### src/rtl/spi_pkg.sv
// Shared types, widths and codes of the scan pose interpolator.
package spi_pkg;

  localparam int CNT_W = 7;   // holds a scan count of up to 64
  localparam int T_W   = 49;  // signed difference of two stamps
  localparam int D_W   = 33;  // signed difference of two poses
  localparam int P_W   = T_W + D_W;
  localparam int Q_KEEP = 40;

  localparam logic [1:0] ST_PUBLISHED  = 2'd0;
  localparam logic [1:0] ST_SUPPRESSED = 2'd1;
  localparam logic [1:0] ST_FULL       = 2'd2;
  localparam logic [1:0] ST_NO_POSE    = 2'd3;

  localparam logic OP_SCAN = 1'b0;
  localparam logic OP_POSE = 1'b1;

  localparam logic CMD_RESULT = 1'b0;
  localparam logic CMD_FLUSH  = 1'b1;

  localparam logic [2:0] CFG_INTERP    = 3'd0;
  localparam logic [2:0] CFG_LIMIT     = 3'd1;
  localparam logic [2:0] CFG_PASS_ALL  = 3'd2;
  localparam logic [2:0] CFG_DIST_GATE = 3'd3;
  localparam logic [2:0] CFG_YAW_GATE  = 3'd4;
  localparam logic [2:0] CFG_TIME_GATE = 3'd5;

  // One word of the queue between front and back. For a finished result x, y
  // and yaw are the result pose; for a flush they are the new pose.
  typedef struct packed {
    logic             kind;
    logic [1:0]       status;
    logic [15:0]      tag;
    logic [47:0]      stamp;
    logic [31:0]      x;
    logic [31:0]      y;
    logic [15:0]      yaw;
    logic [CNT_W-1:0] count;
    logic [31:0]      px;
    logic [31:0]      py;
    logic [15:0]      pyaw;
    logic [47:0]      ptime;
  } cmd_t;

  function automatic logic [31:0] axis_fin(logic [31:0] base, logic [P_W-1:0] q,
                                           logic neg);
    logic        neg_f;
    logic        big;
    logic [41:0] mag;
    logic [41:0] sum;
    neg_f = neg && (q[63:0] != 64'd0);
    big   = |q[P_W-1:Q_KEEP];
    mag   = {2'b00, q[Q_KEEP-1:0]};
    sum   = {{10{base[31]}}, base} + (neg_f ? (~mag + 42'd1) : mag);
    if (big) begin
      axis_fin = neg_f ? 32'h8000_0000 : 32'h7fff_ffff;
    end else if (!sum[41] && (|sum[40:31])) begin
      axis_fin = 32'h7fff_ffff;
    end else if (sum[41] && !(&sum[40:31])) begin
      axis_fin = 32'h8000_0000;
    end else begin
      axis_fin = sum[31:0];
    end
  endfunction

  function automatic logic [15:0] yaw_fin(logic [15:0] base, logic [P_W-1:0] q,
                                          logic neg);
    yaw_fin = base + (neg ? (~q[15:0] + 16'd1) : q[15:0]);
  endfunction

endpackage

### src/rtl/spi_front.sv
// Front: accepts events, buffers scans, emits results and flush jobs.
module spi_front import spi_pkg::*; #(
  parameter int SCAN_DEPTH = 32,
  parameter int AW = (SCAN_DEPTH > 1) ? $clog2(SCAN_DEPTH) : 1
) (
  input  logic          clk,
  input  logic          rst,
  input  logic          in_valid,
  output logic          in_ready,
  input  logic          op,
  input  logic [47:0]   stamp_us,
  input  logic [15:0]   scan_tag,
  input  logic [31:0]   pose_x,
  input  logic [31:0]   pose_y,
  input  logic [15:0]   pose_yaw,
  input  logic          interp_enable,
  input  logic [5:0]    buffer_limit,
  output logic          q_push,
  output cmd_t          q_cmd,
  input  logic          q_full,
  input  logic [AW-1:0] rd_addr,
  output logic [15:0]   rd_tag,
  output logic [47:0]   rd_time,
  input  logic          flush_done
);

  logic [15:0]      tag_mem  [SCAN_DEPTH];
  logic [47:0]      time_mem [SCAN_DEPTH];
  logic [CNT_W-1:0] count;
  logic             busy;
  logic             have_pose;
  logic [31:0]      prev_x;
  logic [31:0]      prev_y;
  logic [15:0]      prev_yaw;
  logic [47:0]      prev_time;
  logic             accept;
  logic [CNT_W-1:0] lim;
  logic             store_scan;
  logic             do_flush;

  assign in_ready = !busy && !q_full;
  assign accept   = in_valid && in_ready;
  assign lim = ({1'b0, buffer_limit} > CNT_W'(SCAN_DEPTH)) ? CNT_W'(SCAN_DEPTH)
                                                           : {1'b0, buffer_limit};
  assign store_scan = accept && (op == OP_SCAN) && interp_enable && (count < lim);
  assign do_flush   = accept && (op == OP_POSE) && have_pose && interp_enable &&
                      (count != '0);

  always_comb begin
    q_push       = 1'b0;
    q_cmd        = '0;
    q_cmd.tag    = scan_tag;
    q_cmd.stamp  = stamp_us;
    q_cmd.count  = count;
    q_cmd.px     = prev_x;
    q_cmd.py     = prev_y;
    q_cmd.pyaw   = prev_yaw;
    q_cmd.ptime  = prev_time;
    if (accept && (op == OP_SCAN) && !store_scan) begin
      q_push      = 1'b1;
      q_cmd.kind  = CMD_RESULT;
      if (interp_enable) begin
        q_cmd.status = ST_FULL;
      end else if (have_pose) begin
        q_cmd.status = ST_PUBLISHED;
        q_cmd.x      = prev_x;
        q_cmd.y      = prev_y;
        q_cmd.yaw    = prev_yaw;
      end else begin
        q_cmd.status = ST_NO_POSE;
      end
    end else if (do_flush) begin
      q_push     = 1'b1;
      q_cmd.kind = CMD_FLUSH;
      q_cmd.x    = pose_x;
      q_cmd.y    = pose_y;
      q_cmd.yaw  = pose_yaw;
    end
  end

  always_ff @(posedge clk) begin
    if (store_scan) begin
      tag_mem[count[AW-1:0]]  <= scan_tag;
      time_mem[count[AW-1:0]] <= stamp_us;
    end
    rd_tag  <= tag_mem[rd_addr];
    rd_time <= time_mem[rd_addr];
  end

  always_ff @(posedge clk) begin
    if (rst) begin
      count     <= '0;
      busy      <= 1'b0;
      have_pose <= 1'b0;
      prev_x    <= '0;
      prev_y    <= '0;
      prev_yaw  <= '0;
      prev_time <= '0;
    end else begin
      if (flush_done) busy <= 1'b0;
      if (store_scan) count <= count + 1'b1;
      if (accept && (op == OP_POSE)) begin
        // hold new words off until the back has read the whole buffer
        if (do_flush) begin
          busy  <= 1'b1;
          count <= '0;
        end else if (have_pose && interp_enable) begin
          count <= '0;
        end
        have_pose <= 1'b1;
        prev_x    <= pose_x;
        prev_y    <= pose_y;
        prev_yaw  <= pose_yaw;
        prev_time <= stamp_us;
      end
    end
  end

  a_count_bound: assert property (@(posedge clk) disable iff (rst)
    count <= CNT_W'(SCAN_DEPTH))
    else $error("scan count above buffer depth");

endmodule

### config.mk
export PLATFORM = sky130hd
export DESIGN_NAME = spi_front
export DESIGN_NICKNAME = d
export VERILOG_FILES = /design/src/rtl/spi_pkg.sv /design/src/rtl/spi_front.sv
export SDC_FILE = /design/constraint.sdc
export NUM_CORES = 2
export LEC_CHECK = 0
export BUFFER_PORTS_ARGS = -buffer_cell sky130_fd_sc_hd__clkbuf_2
export CORE_UTILIZATION = 50
export CTS_CLUSTER_SIZE = 25
export DETAILED_ROUTE_END_ITERATION = 7
export GPL_TIMING_DRIVEN = 0
export HOLD_SLACK_MARGIN = 0.12
export PLACE_DENSITY_LB_ADDON = 0.2
export SLEW_MARGIN = 10
export SYNTH_ARGS = -nofsm -noshare
export SYNTH_HDL_FRONTEND = slang
export SYNTH_SLANG_ARGS = --single-unit
export TNS_END_PERCENT = 50
### constraint.sdc
create_clock -name clk -period 6.1 [get_ports clk]
set_input_delay 1.22 -clock clk [delete_from_list [all_inputs] [get_ports clk]]
set_output_delay 1.22 -clock clk [all_outputs]
set_load 0.02 [all_outputs]
==> summary.txt <==
Yosys
  – Register area share after synthesis: 0.775
  – Largest area contributor in the netlist: edfxtp_1
  – Syn Nets: approximately 4200
  – Syn Area/Cell: about 21 sq um
  – Ys Warns: 0
  – Synth Area in Compound Gates: 0.0363
  – Largest cells by area after synthesis: edfxtp_1, mux4_2, dfxtp_1
  – Ys flop type: edfxtp_1
  – XOR/XNOR Fraction of Synth Area: 0
  – EDFF count, synth: 2048
  – Syn Inst Count: between 4000 and 5000
  – Top-area cell type share of the netlist area: 0.728
  – Mux contribution to synthesized area: 0.140
  – Unique masters post-synth: 49
  – Simple-gate share of the synthesized area: 0.0260
  – Post-synthesis cell area: approximately 0.085 sq mm
  – Largest family of logic cells by synthesized area: multiplexers
  – Post-synth ARST share: 0
  – Yosys reg bits: between 2000 and 2500
  – Adder-cell share of the synthesized area: 0.00133

Outcome
  – Status: complete, no violations

Timing
  – RSZ-0062 raised after global routing: false
  – Slew @ Worst Pin: roughly 1.3 ns
  – Setup violators final: 0
  – Fin. max-slew vios: 0
  – Fin crit share: 0.788
  – Max-slew headroom at the worst pin: 0.146
  – Final worst slack: 1.29 ns
  – Final hold viol count: 0
  – Fmax achieved: about 210 MHz
  – Min cycle time layout: 4.81 ns
  – Fin Clk Skew: 0.0332 ns

CTS
  – H-tree depth: 4
  – CTS Hold Bufs: 0
  – CTS max path bufs: 3
  – Number of setup buffers added after CTS: 0
  – Post_cts resized: 0
  – CTS sink count: 2249
  – Num CTS Buffers: 220
  – Clock transition at path regs: about 0.060 ns
  – TritonCTS clock tree: built
  – Clock insertion delay at the later pin of the skew report: between 0.8 and 0.9 ns
  – CTS root buf: clkbuf_16

Global route
  – Largest net degree at the start of global routing: 40
  – Vias in the first global route: 44900
  – Antenna violations before repair: 15
  – First-pass GRT wire length: ~350000 um
  – Congestion Overflow GR: 0
  – Gr usage total: 0.297

Floorplanning
  – Die area: 0.171 sq mm
  – Row Count: 150
  – Core area: around 0.17 sq mm
  – Starting Density: 0.505
  – Die X: roughly 410 um
  – Die Span Y: around 410 um
  – Boundary pin count: 510

Detailed routing
  – Met3 Routed Length: around 24000 um
  – Total Wirelength: 252000 um
  – Drt via density: around 6.3
  – DR top layer: met5
  – DRC viols: 0
  – Via count: ~45000
  – Wl on met1: 93800 um
  – ANT nets after route: 0
  – DR pass1 iterations: 8
  – Met2 wire length: between 100000 and 150000 um
  – Routed length per instance: between 30 and 40 um
  – DR iter-0 viols: 5754

Power and ir drop
  – Worst VDD drop: ~0.3 mV
  – Power density over the cells: between 300 and 400 mW/mm^2
  – Leakage: between 30 and 40 nW

Place
  – Routability Congestion: just over 0.9
  – Port bufs: 506
  – Post-DP HPWL: ~160000 um
  – Placed insts: 6799
  – Setup WS pre-CTS: 1.02 ns

Flow run
  – Max-Cap Viols: 0

Final layout
  – Final net count: between 4000 and 5000
  – Layout cells sized above 1: 0.328
  – Final Non-Filler Cells: slightly above 7000
  – Layout area overhead: 16.1%

Setup path
  – Worst Path Class, Setup: primary input to output port
  – CP arrival: approximately 3.6 ns
  – Startpoint types: primary input
  – Crit path required time: between 4 and 5 ns
  – CP Capture Type: output port
  – CP Max Fanout: 10

Min path
  – Hold Crit Class: flop to flop
[critical path, stage by stage]
cell and delay [ns]:
clkbuf_2 0.10, nor2_1 0.19, nand3b_1 0.28, nor3b_1 0.25
buf_2 0.31, clkbuf_1 0.60, a22o_1 0.38, clkbuf_2 0.24
[worst paths after layout]
path / from / end / slack [ns] / depth (start not counted)
setup reg to reg: count[2] / time_mem[20][5] / 2.21 / 8
hold reg to reg: prev_time[32] / prev_time[32] / 0.45 / 2
hold / removal: prev_time[32] / prev_time[32] / 0.45 / 2
setup / recovery: q_full / q_cmd[146] / 1.29 / 8
[routing by layer]
layer  global-route usage  vias up
li1                     -    18300
met1                0.389    23900
met2                0.481     2532
met3               0.0686      399
met4                0.125        6
met5                    0        -
[layout make-up]
| type | instances | area, sq um |
|---|---|---|
| Antenna cell | 6 | 15.0 |
| Multi-Input combinational cell | 1497 | 17300 |
| Buffer | 293 | 1810 |
| Tap cell | 2204 | 2760 |
| Clock buffer | 301 | 6020 |
| Fill cell | 12300 | 69300 |
| Inverter | 5 | 18.8 |
| Timing Repair Buffer | 551 | 3670 |
| Clock inverter | 109 | 1000 |
| Sequential cell | 2249 | 65500 |
[metrics by stage]
| stage | area (sq um) | hold slack [ns] | total power, W | setup TNS [ns] | utilization |
|---|---|---|---|---|---|
| 2_1_floorplan | 84500 | 0.503 | 0.0181 | 0 | - |
| 3_3_place_gp | 89800 | 0.442 | 0.0189 | -2476.94 | 0.536 |
| 3_5_place_dp | 91100 | 0.449 | 0.0190 | 0 | 0.544 |
| 4_1_cts | 98100 | 0.457 | 0.0321 | 0 | 0.586 |
| 5_1_grt | 98100 | 0.482 | 0.0327 | 0 | 0.586 |
| 6_report | 98100 | 0.452 | 0.0319 | 0 | 0.586 |
[sequential cells by signal (all words and copies together), names as in the netlist]
name,flops
time_mem,1536
rd_tag,16
prev_time,48
busy,1
prev_y,32
prev_yaw,16
count,7
tag_mem,512
have_pose,1
rd_time,48
prev_x,32
[synth_stat cells, types with 26 or more instances]
| library cell | count |
|---|---|
| nor3_1 | 55 |
| nand2_1 | 286 |
| buf_4 | 105 |
| mux2i_1 | 26 |
| and3_1 | 32 |
| a21oi_1 | 131 |
| edfxtp_1 | 2048 |
| dfxtp_1 | 201 |
| buf_2 | 73 |
| mux4_2 | 508 |
| o22ai_1 | 208 |
| clkbuf_1 | 82 |
| buf_6 | 29 |
| a22o_1 | 91 |
[power by group]
group	switching [W]	total, W	leakage (nW)	internal, W
Clock	0.00579	0.0133	3.41	0.00749
Sequential	0.0000447	0.0169	20.1	0.0169
Combinational	0.00113	0.00171	8.83	0.000578
[cells by family after synthesis]
family          count (synthesis)
flops                        2249
mux                           542
simple gates                  477
compound gates                469
buf+inv                       298
fa+ha+maj                       9
[placed cells by master, fill, tap and decap left out, types with 6 or more instances in the layout]
cell,Yosys,final
nor2b_1,6,6
mux2_2,8,8
clkinv_1,0,42
nor3_1,55,55
edfxtp_1,2048,2048
mux4_2,508,508
buf_16,0,32
nor4_1,12,12
buf_4,105,105
or2_1,8,8
diode_2,0,6
nand2_1,286,286
o22ai_1,208,208
or2_2,23,23
dfxtp_1,201,201
a22oi_1,13,13
buf_12,0,13
bufinv_16,0,14
and3_1,32,8
a22o_1,91,91
mux2i_1,26,26
buf_6,29,29
clkinv_2,0,32
nand2b_1,6,6
a21oi_1,131,131
and3_4,0,24
nand3_1,6,6
clkinvlp_4,0,6
and2_4,0,8
buf_2,73,73
clkbuf_8,0,15
clkbuf_16,0,223
clkbuf_1,82,142
nor2_1,8,8
clkbuf_2,0,509
ha_1,9,9
(Power assumes the default switching activity.)
