**src/rtl/spi_pkg.sv**
```systemverilog
// Shared types, widths and codes of the scan pose interpolator.
package spi_pkg;

  localparam int CNT_W = 7;   // holds a scan count of up to 64
  localparam int T_W   = 49;  // signed difference of two stamps
  localparam int D_W   = 33;  // signed difference of two poses
  localparam int P_W   = T_W + D_W;
  localparam int Q_KEEP = 40;

  localparam logic [1:0] ST_PUBLISHED  = 2'd0;
  localparam logic [1:0] ST_SUPPRESSED = 2'd1;
  localparam logic [1:0] ST_FULL       = 2'd2;
  localparam logic [1:0] ST_NO_POSE    = 2'd3;

  localparam logic OP_SCAN = 1'b0;
  localparam logic OP_POSE = 1'b1;

  localparam logic CMD_RESULT = 1'b0;
  localparam logic CMD_FLUSH  = 1'b1;

  localparam logic [2:0] CFG_INTERP    = 3'd0;
  localparam logic [2:0] CFG_LIMIT     = 3'd1;
  localparam logic [2:0] CFG_PASS_ALL  = 3'd2;
  localparam logic [2:0] CFG_DIST_GATE = 3'd3;
  localparam logic [2:0] CFG_YAW_GATE  = 3'd4;
  localparam logic [2:0] CFG_TIME_GATE = 3'd5;

  // One word of the queue between front and back. For a finished result x, y
  // and yaw are the result pose; for a flush they are the new pose.
  typedef struct packed {
    logic             kind;
    logic [1:0]       status;
    logic [15:0]      tag;
    logic [47:0]      stamp;
    logic [31:0]      x;
    logic [31:0]      y;
    logic [15:0]      yaw;
    logic [CNT_W-1:0] count;
    logic [31:0]      px;
    logic [31:0]      py;
    logic [15:0]      pyaw;
    logic [47:0]      ptime;
  } cmd_t;

  function automatic logic [31:0] axis_fin(logic [31:0] base, logic [P_W-1:0] q,
                                           logic neg);
    logic        neg_f;
    logic        big;
    logic [41:0] mag;
    logic [41:0] sum;
    neg_f = neg && (q[63:0] != 64'd0);
    big   = |q[P_W-1:Q_KEEP];
    mag   = {2'b00, q[Q_KEEP-1:0]};
    sum   = {{10{base[31]}}, base} + (neg_f ? (~mag + 42'd1) : mag);
    if (big) begin
      axis_fin = neg_f ? 32'h8000_0000 : 32'h7fff_ffff;
    end else if (!sum[41] && (|sum[40:31])) begin
      axis_fin = 32'h7fff_ffff;
    end else if (sum[41] && !(&sum[40:31])) begin
      axis_fin = 32'h8000_0000;
    end else begin
      axis_fin = sum[31:0];
    end
  endfunction

  function automatic logic [15:0] yaw_fin(logic [15:0] base, logic [P_W-1:0] q,
                                          logic neg);
    yaw_fin = base + (neg ? (~q[15:0] + 16'd1) : q[15:0]);
  endfunction

endpackage

```
**src/rtl/spi_fifo.sv**
```systemverilog
// Two-word queue between the front and the back.
module spi_fifo import spi_pkg::*; (
  input  logic clk,
  input  logic rst,
  input  logic push,
  input  cmd_t push_cmd,
  output logic full,
  input  logic pop,
  output logic avail,
  output cmd_t pop_cmd
);

  cmd_t       words [2];
  logic       wr_ptr;
  logic       rd_ptr;
  logic [1:0] fill;

  assign full    = (fill == 2'd2);
  assign avail   = (fill != 2'd0);
  assign pop_cmd = words[rd_ptr];

  always_ff @(posedge clk) begin
    if (push) begin
      words[wr_ptr] <= push_cmd;
    end
  end

  always_ff @(posedge clk) begin
    if (rst) begin
      wr_ptr <= 1'b0;
      rd_ptr <= 1'b0;
      fill   <= 2'd0;
    end else begin
      if (push) wr_ptr <= ~wr_ptr;
      if (pop) rd_ptr <= ~rd_ptr;
      fill <= fill + {1'b0, push} - {1'b0, pop};
    end
  end

  a_no_overflow: assert property (@(posedge clk) disable iff (rst)
    !(push && full) && !(pop && !avail))
    else $error("queue pushed when full or popped when empty");

endmodule

```
**config.mk**
```make
export PLATFORM = sky130hd
export DESIGN_NAME = spi_fifo
export DESIGN_NICKNAME = d
export VERILOG_FILES = /design/src/rtl/spi_pkg.sv /design/src/rtl/spi_fifo.sv
export SDC_FILE = /design/constraint.sdc
export NUM_CORES = 1
export LEC_CHECK = 0
export ABC_AREA = 1
export BUFFER_PORTS_ARGS = -buffer_cell sky130_fd_sc_hd__buf_2
export CAP_MARGIN = 10
export CORE_AREA = 2 2 220 222
export CTS_BUF_LIST = sky130_fd_sc_hd__clkbuf_16
export DETAILED_ROUTE_END_ITERATION = 8
export DIE_AREA = 0 0 222 224
export PLACE_DENSITY = 0.75
export SETUP_SLACK_MARGIN = 0.02
export SLEW_MARGIN = 30
export SYNTH_ARGS = -nofsm -noshare
export SYNTH_HDL_FRONTEND = slang
export SYNTH_SLANG_ARGS = --single-unit
```
**constraint.sdc**
```tcl
create_clock -name clk -period 27.9 [get_ports clk]
set_clock_uncertainty 0.05 [all_clocks]
set_input_delay 4.185 -clock clk [delete_from_list [all_inputs] [get_ports clk]]
set_output_delay 4.185 -clock clk [all_outputs]
set_load 0.01 [all_outputs]
```
==> reports/metrics.yaml, run 1 <==
run_status:
  outcome: "finished, final reports clean"
clocking:
  clk_latency_ps: 580
  htree_levels: 2
  cts.clk_slew.worst_paths_ps: 60
  clk_path_buf_depth: 3
  cts-buffers-inserted: 54
  cts_resized: 0
  cts_hold_buf: 0
  cts_tree: "built"
  clock_sinks: 569
  root_buffer: "clkbuf_16"
  postCtsSetupBuffers: 0
timing:
  fin_crit_sh_pct: 25.0
  drv_slew: 0
  layout_min_cycle_time_ps: 6970
  worstMarginPinSlew_ps: 823
  max_slew_margin_pct: 45.1
  setup-tns-final_ps: 0
  fin_ws_ps: 20940
  rsz0062_at_grt: "false"
  fin_worst_hold_slack_ps: 475
  setup_viol: 0
  fmax_mhz: 144
  finalHoldViolCount: 0
setup_path:
  ff2ff_setup_slack_ps: 25540
  cp-end-kind: "output pin"
  crit_fanout: 85
  ff2ff_path_depth: 3
  critPathLaunchType: "register"
  rr_endpoint: "words[1][154]"
  reg2reg_from: "wr_ptr"
  critical_path_required_ps: 23660
  crit_type: "register to output pin"
  arrival_ps: 2730
drt:
  detail-route-antenna-nets: 0
  drt_iter0_markers: 556
  drc: 0
  first_pass_iters: 4
  via_count: 10700
  totalWireLength_um: 43900
  viasPerCell: 4.92
  detail_route.wl_per_cell_um: 20.1
power_and_ir_drop:
  p_int_uw: 1520
  seqPwrFrac_pct: 51.9
  p_leak_uw: 0.00969
  comb_power_share_pct: 9.9
  finalPower_uw: 1940
  net-switching-power_uw: 417
  switching_share_pct: 21.5
  peakVddDrop_v: 0.0000614
  power-per-cell-area_nw_per_um2: 74.7
  p_clk_share_pct: 38.2
grt:
  grt_util_all_layers_pct: 17.0
  grt_pass1_wl_um: 64400
  grt_pass1_vias: 11300
  antenna_found_initial: 14
  grt_max_degree: 132
  overflow: 0
min_path:
  hold_end: "rd_ptr"
  hold_start: "rd_ptr"
  hp-class: "register to register"
  holdPathStages: 2
floorplanning:
  chipWidth_um: 222
  die-area_um2: 49700
  top_level_ports: 570
  row_count: 80
  fp.dieH_um: 224
  coreArea_um2: 47300
  start_util_pct: 43.8
finish:
  drive_gt1_share_pct: 60.6
  synthToLayoutAreaGrowth_pct: 24.9
  fillers: 3679
  ff_latch_area_um2: 17000
  finalNetCount: 1799
  multi_input_area_um2: 3280
place:
  place_ws_ps: 21250
  port_buffers: 569
  hpwl_um: 29600
  gp_congestion: 0.791
logic_synthesis:
  synth-seq-cells: 569
  yosysSeqAreaShare_pct: 82.1
  synth.distinct_cells: 13
  yosysWarnings: 0
  syn_area_per_cell_um2: 22.9
  synthCells: 908
  synth_nets: 1196
  syn_area_um2: 20800
job:
  cap_viol_max_count: 0
-- synthesized netlist by cell type (all sizes together) --
library cell    n  share of area [%]
nor3            1              0.024
mux2          282                 15
xnor2           1              0.042
nor2            7               0.13
a21oi           1              0.024
ha              2               0.12
dfxtp           5               0.48
buf             4               0.22
nand2           5              0.090
clkbuf         27                1.8
inv             8               0.14
nand3           1              0.024
edfxtp        564                 82
-- critical path, stage by stage, from the launching register on --
cell and delay [ps]:
dfxtp_4 800, buf_6 700, mux2_2 430, buf_2 150
-- worst max-delay path by stage --
stage	startpoint	end	slack (ps)	depth (start not counted)
after floorplan	push	words[0][0]	10910	2
final	register	pop_cmd[96]	20940	3
after global placement	register	pop_cmd[96]	21220	3
after CTS	register	pop_cmd[146]	20690	3
after global routing	register	pop_cmd[96]	20760	3
after detailed placement	push	words[1][188]	21250	4
-- routing by layer --
metal	part of all wire [%]	GRT usage, %	vias to the layer above
li1	-	-	4851
met1	37	19.6	5349
met5	0.096	0	-
met3	8.6	5.98	95
met2	51	29.1	429
met4	3.1	6.76	6
-- per-stage QoR --
stage	utilization, %	instances	area, um2
5_1_grt	54.7	2179	25900
2_1_floorplan	-	908	20800
4_1_cts	54.6	2169	25900
3_5_place_dp	50.8	2070	24100
6_report	54.7	2180	25900
3_3_place_gp	50.8	2070	24000
-- kinds of logic after synthesis --
kind of cell / count (synthesis) / synth area share, %
AO/OA/AOI/OAI: 1 / 0.0241
flip-flops: 569 / 82.1
multiplexers: 282 / 15.3
adder cells (fa/ha/maj): 2 / 0.121
AND/OR/NAND/NOR: 14 / 0.265
XOR/XNOR: 1 / 0.0422
buffers and inverters: 39 / 2.15
-- power by group through the flow --
stage	Combinational, uW	Sequential (uW)	Clock, uW
after detailed placement	192	1020	0
final	191	1000	740
after floorplan	114	1030	0
after CTS	194	1000	758
after global routing	206	1010	788
after global placement	190	1020	0
-- layout by cell type, fill, tap and decap left out --
cell / n
inv_1: 17
clkbuf_16: 55
a21oi_1: 1
buf_2: 569
nor2_4: 1
clkinvlp_4: 2
dfxtp_1: 4
nor2_1: 6
buf_6: 8
dfxtp_4: 1
bufinv_16: 9
nor3_1: 1
edfxtp_1: 564
clkinv_8: 1
clkinv_2: 9
nand3_1: 1
clkinv_4: 1
mux2_2: 282
buf_4: 1
inv_6: 2
nand2_1: 5
clkinv_1: 11
diode_2: 11
xnor2_1: 1
ha_1: 2
-- layout make-up --
class	instances	share of cell area, %
clock inverter	44	1.68
inverter	8	0.164
antenna	11	0.106
tap	615	2.97
timing repair buffer	578	11.4
sequential	569	65.8
clock buffer	55	5.31
multi-input combinational	300	12.6
-- state kept, by name, summed over array words and instances, names as in the netlist, named ones only --
| signal | cells |
|---|---|
| fill | 2 |
| rd_ptr | 1 |
| words | 564 |
| wr_ptr | 1 |
Note: power is estimated with default switching activity, not from simulation.
==> inputs of run 2 (changes only) <==
--- a/config.mk
+++ b/config.mk
@@ -12,7 +12,7 @@
 export CTS_BUF_LIST = sky130_fd_sc_hd__clkbuf_16
 export DETAILED_ROUTE_END_ITERATION = 8
 export DIE_AREA = 0 0 222 224
-export PLACE_DENSITY = 0.75
+export PLACE_DENSITY = 0.77
 export SETUP_SLACK_MARGIN = 0.02
 export SLEW_MARGIN = 30
 export SYNTH_ARGS = -nofsm -noshare
==> constraint.sdc (replaced) <==
create_clock -name clk -period 6.3 [get_ports clk]
set_clock_uncertainty 0.05 [all_clocks]
set_input_delay 0.945 -clock clk [delete_from_list [all_inputs] [get_ports clk]]
set_output_delay 0.945 -clock clk [all_outputs]
set_load 0.01 [all_outputs]
==> reports/metrics.yaml, run 2 (synthesized netlist as in run 1, its figures left out) <==
timing:
  fin_ws_ps: 3000  # -17,940 ps
  fmax_mhz: 303
  layout_min_cycle_time_ps: 3300
  fin_crit_sh_pct: 52.4
  setup_viol: 0  # unchanged
  drv_slew: 0  # unchanged
  max_slew_margin_pct: 32.1  # -13 points
  finalHoldViolCount: 0  # unchanged
  setup-tns-final_ps: 0  # unchanged
  worstMarginPinSlew_ps: 1020  # +195 ps
  rsz0062_at_grt: "false"
clocking:
  cts_tree: "built"
  clk_latency_ps: 580  # about the same
  postCtsSetupBuffers: 0  # unchanged
  cts-buffers-inserted: 55  # +1.9%
  cts_resized: 0  # unchanged
  clock_sinks: 569  # unchanged
  htree_levels: 2  # unchanged
  root_buffer: "clkbuf_16"
  cts.clk_slew.worst_paths_ps: 60  # about the same
  clk_path_buf_depth: 3  # unchanged
  cts_hold_buf: 0  # unchanged
drt:
  totalWireLength_um: 43700  # -0.58%
  drc: 0  # unchanged
  first_pass_iters: 4  # unchanged
  viasPerCell: 4.90  # -0.51%
  detail-route-antenna-nets: 0  # unchanged
  via_count: 10700  # -0.74%
  detail_route.wl_per_cell_um: 20.1  # -0.35%
  drt_iter0_markers: 607  # +9.2%
finish:
  reg_top3: "words x564, fill x2"
  drive_gt1_share_pct: 60.4  # -0.15 points
  top_register: "words"
  mostFrequentLayoutCell: "buf_2"
  synthToLayoutAreaGrowth_pct: 24.6
  fillers: 3661  # -0.49%
  finalNetCount: 1797  # -0.11%
  largest_register_ffs: 564  # unchanged
  most-common-layout-cells: "buf_2, edfxtp_1, mux2_2, clkbuf_16, inv_1"
grt:
  grt_util_all_layers_pct: 16.9  # -0.064 points
  grt_pass1_vias: 11400  # +0.92%
  overflow: 0  # unchanged
  antenna_found_initial: 10  # -4
  grt_pass1_wl_um: 64500  # +0.13%
  grt_max_degree: 152  # +15%
floorplanning:
  die-area_um2: 49700  # unchanged
  row_count: 80  # unchanged
  top_level_ports: 570  # unchanged
  fp.dieH_um: 224  # unchanged
  start_util_pct: 43.8  # unchanged
  coreArea_um2: 47300  # unchanged
  chipWidth_um: 222  # unchanged
setup_path:
  critical_path_required_ps: 5300  # -18,360 ps
  ff2ff_path_depth: 3  # unchanged
  slowest_stage: "buf_12"
  cp-end-kind: "output pin"
  critPathTopFamily: "buffers and inverters"
  crit_type: "register to output pin"
  arrival_ps: 2310  # -420 ps
  cp_slowest_stage_delay_ps: 460  # -340 ps
  cp.depth: 3  # unchanged
  crit_fanout: 143  # +68%
  crit_chain: "buf_12, mux2_2, buf_2"
  critPathLaunchType: "register"
  ff2ff_setup_slack_ps: 3840  # -21,700 ps
  path_buf_inv: 2  # unchanged
place:
  port_buffers: 569  # unchanged
  gp_congestion: 0.813  # +2.7%
  hpwl_um: 29000  # -1.9%
  place_ws_ps: 3290  # -17,950 ps
power_and_ir_drop:
  p_leak_uw: 0.00966  # -0.34%
  power-per-cell-area_nw_per_um2: 327  # +340%
  peakVddDrop_v: 0.000350  # +470%
run_status:
  outcome: "finished, final reports clean"
min_path:
  holdPathStages: 2  # unchanged
  hp-class: "register to register"
job:
  cap_viol_max_count: 0  # unchanged
-- run 2: changes by cell type in the layout (fill, tap and decap cells not counted), moves of 2 or more --
cell / previous run / this run
bufinv_16: 9 / 5
clkinv_2: 9 / 12
clkinv_1: 11 / 14
buf_6: 8 / 0
buf_12: 0 / 6
diode_2: 11 / 7
clkbuf_16: 55 / 57
-- run 2: final timing paths --
check / startpoint / to
max: register / pop_cmd[136]
min: rd_ptr / rd_ptr
max reg2reg: wr_ptr / words[1][256]
min reg2reg: rd_ptr / rd_ptr
-- run 2: metal layers --
layer	up-vias	GRT usage (%)	part of all wire, %
li1	4847	-	-
met1	5261	18.2	36
met2	448	30.5	52
met3	89	5.42	8.5
met4	6	7.56	3.3
met5	-	0	0.094
-- run 2: layout make-up --
class / instances / area (um2) / share of cell area (%)
antenna: 7 / 17.5 / 0.0677
clock buffer: 57 / 1430 / 5.51
clock inverter: 44 / 332 / 1.28
inverter: 8 / 33.8 / 0.131
multi-input combinational: 300 / 3280 / 12.7
sequential: 569 / 17000 / 65.9
tap: 615 / 769 / 2.98
timing repair buffer: 575 / 2970 / 11.5
-- run 2: stage by stage --
stage | std cells | area, um2 | utilization, % | hold slack [ps] | total power [uW]
final | 2175 | 25900 | 54.6 | 480 | 8470
after global routing | 2174 | 25900 | 54.6 | 465 | 8760
after CTS | 2168 | 25800 | 54.6 | 457 | 8560
after detailed placement | 2067 | 24100 | 50.9 | 473 | 5380
after global placement | 2067 | 24100 | 50.9 | 448 | 5350
after floorplan | 908 | 20800 | - | 430 | 5030
-- run 2: tightest hold or removal path, cell delays in order, from the launching register on --
cell and delay [ps]:
dfxtp_1 320, xnor2_1 80, nor2_1 90
-- run 2: where the power goes --
group          switching [uW]  internal [uW]  leakage [uW]
clock                    1330           1840      0.000901
combinational             475            390       0.00342
sequential               45.3           4390       0.00534
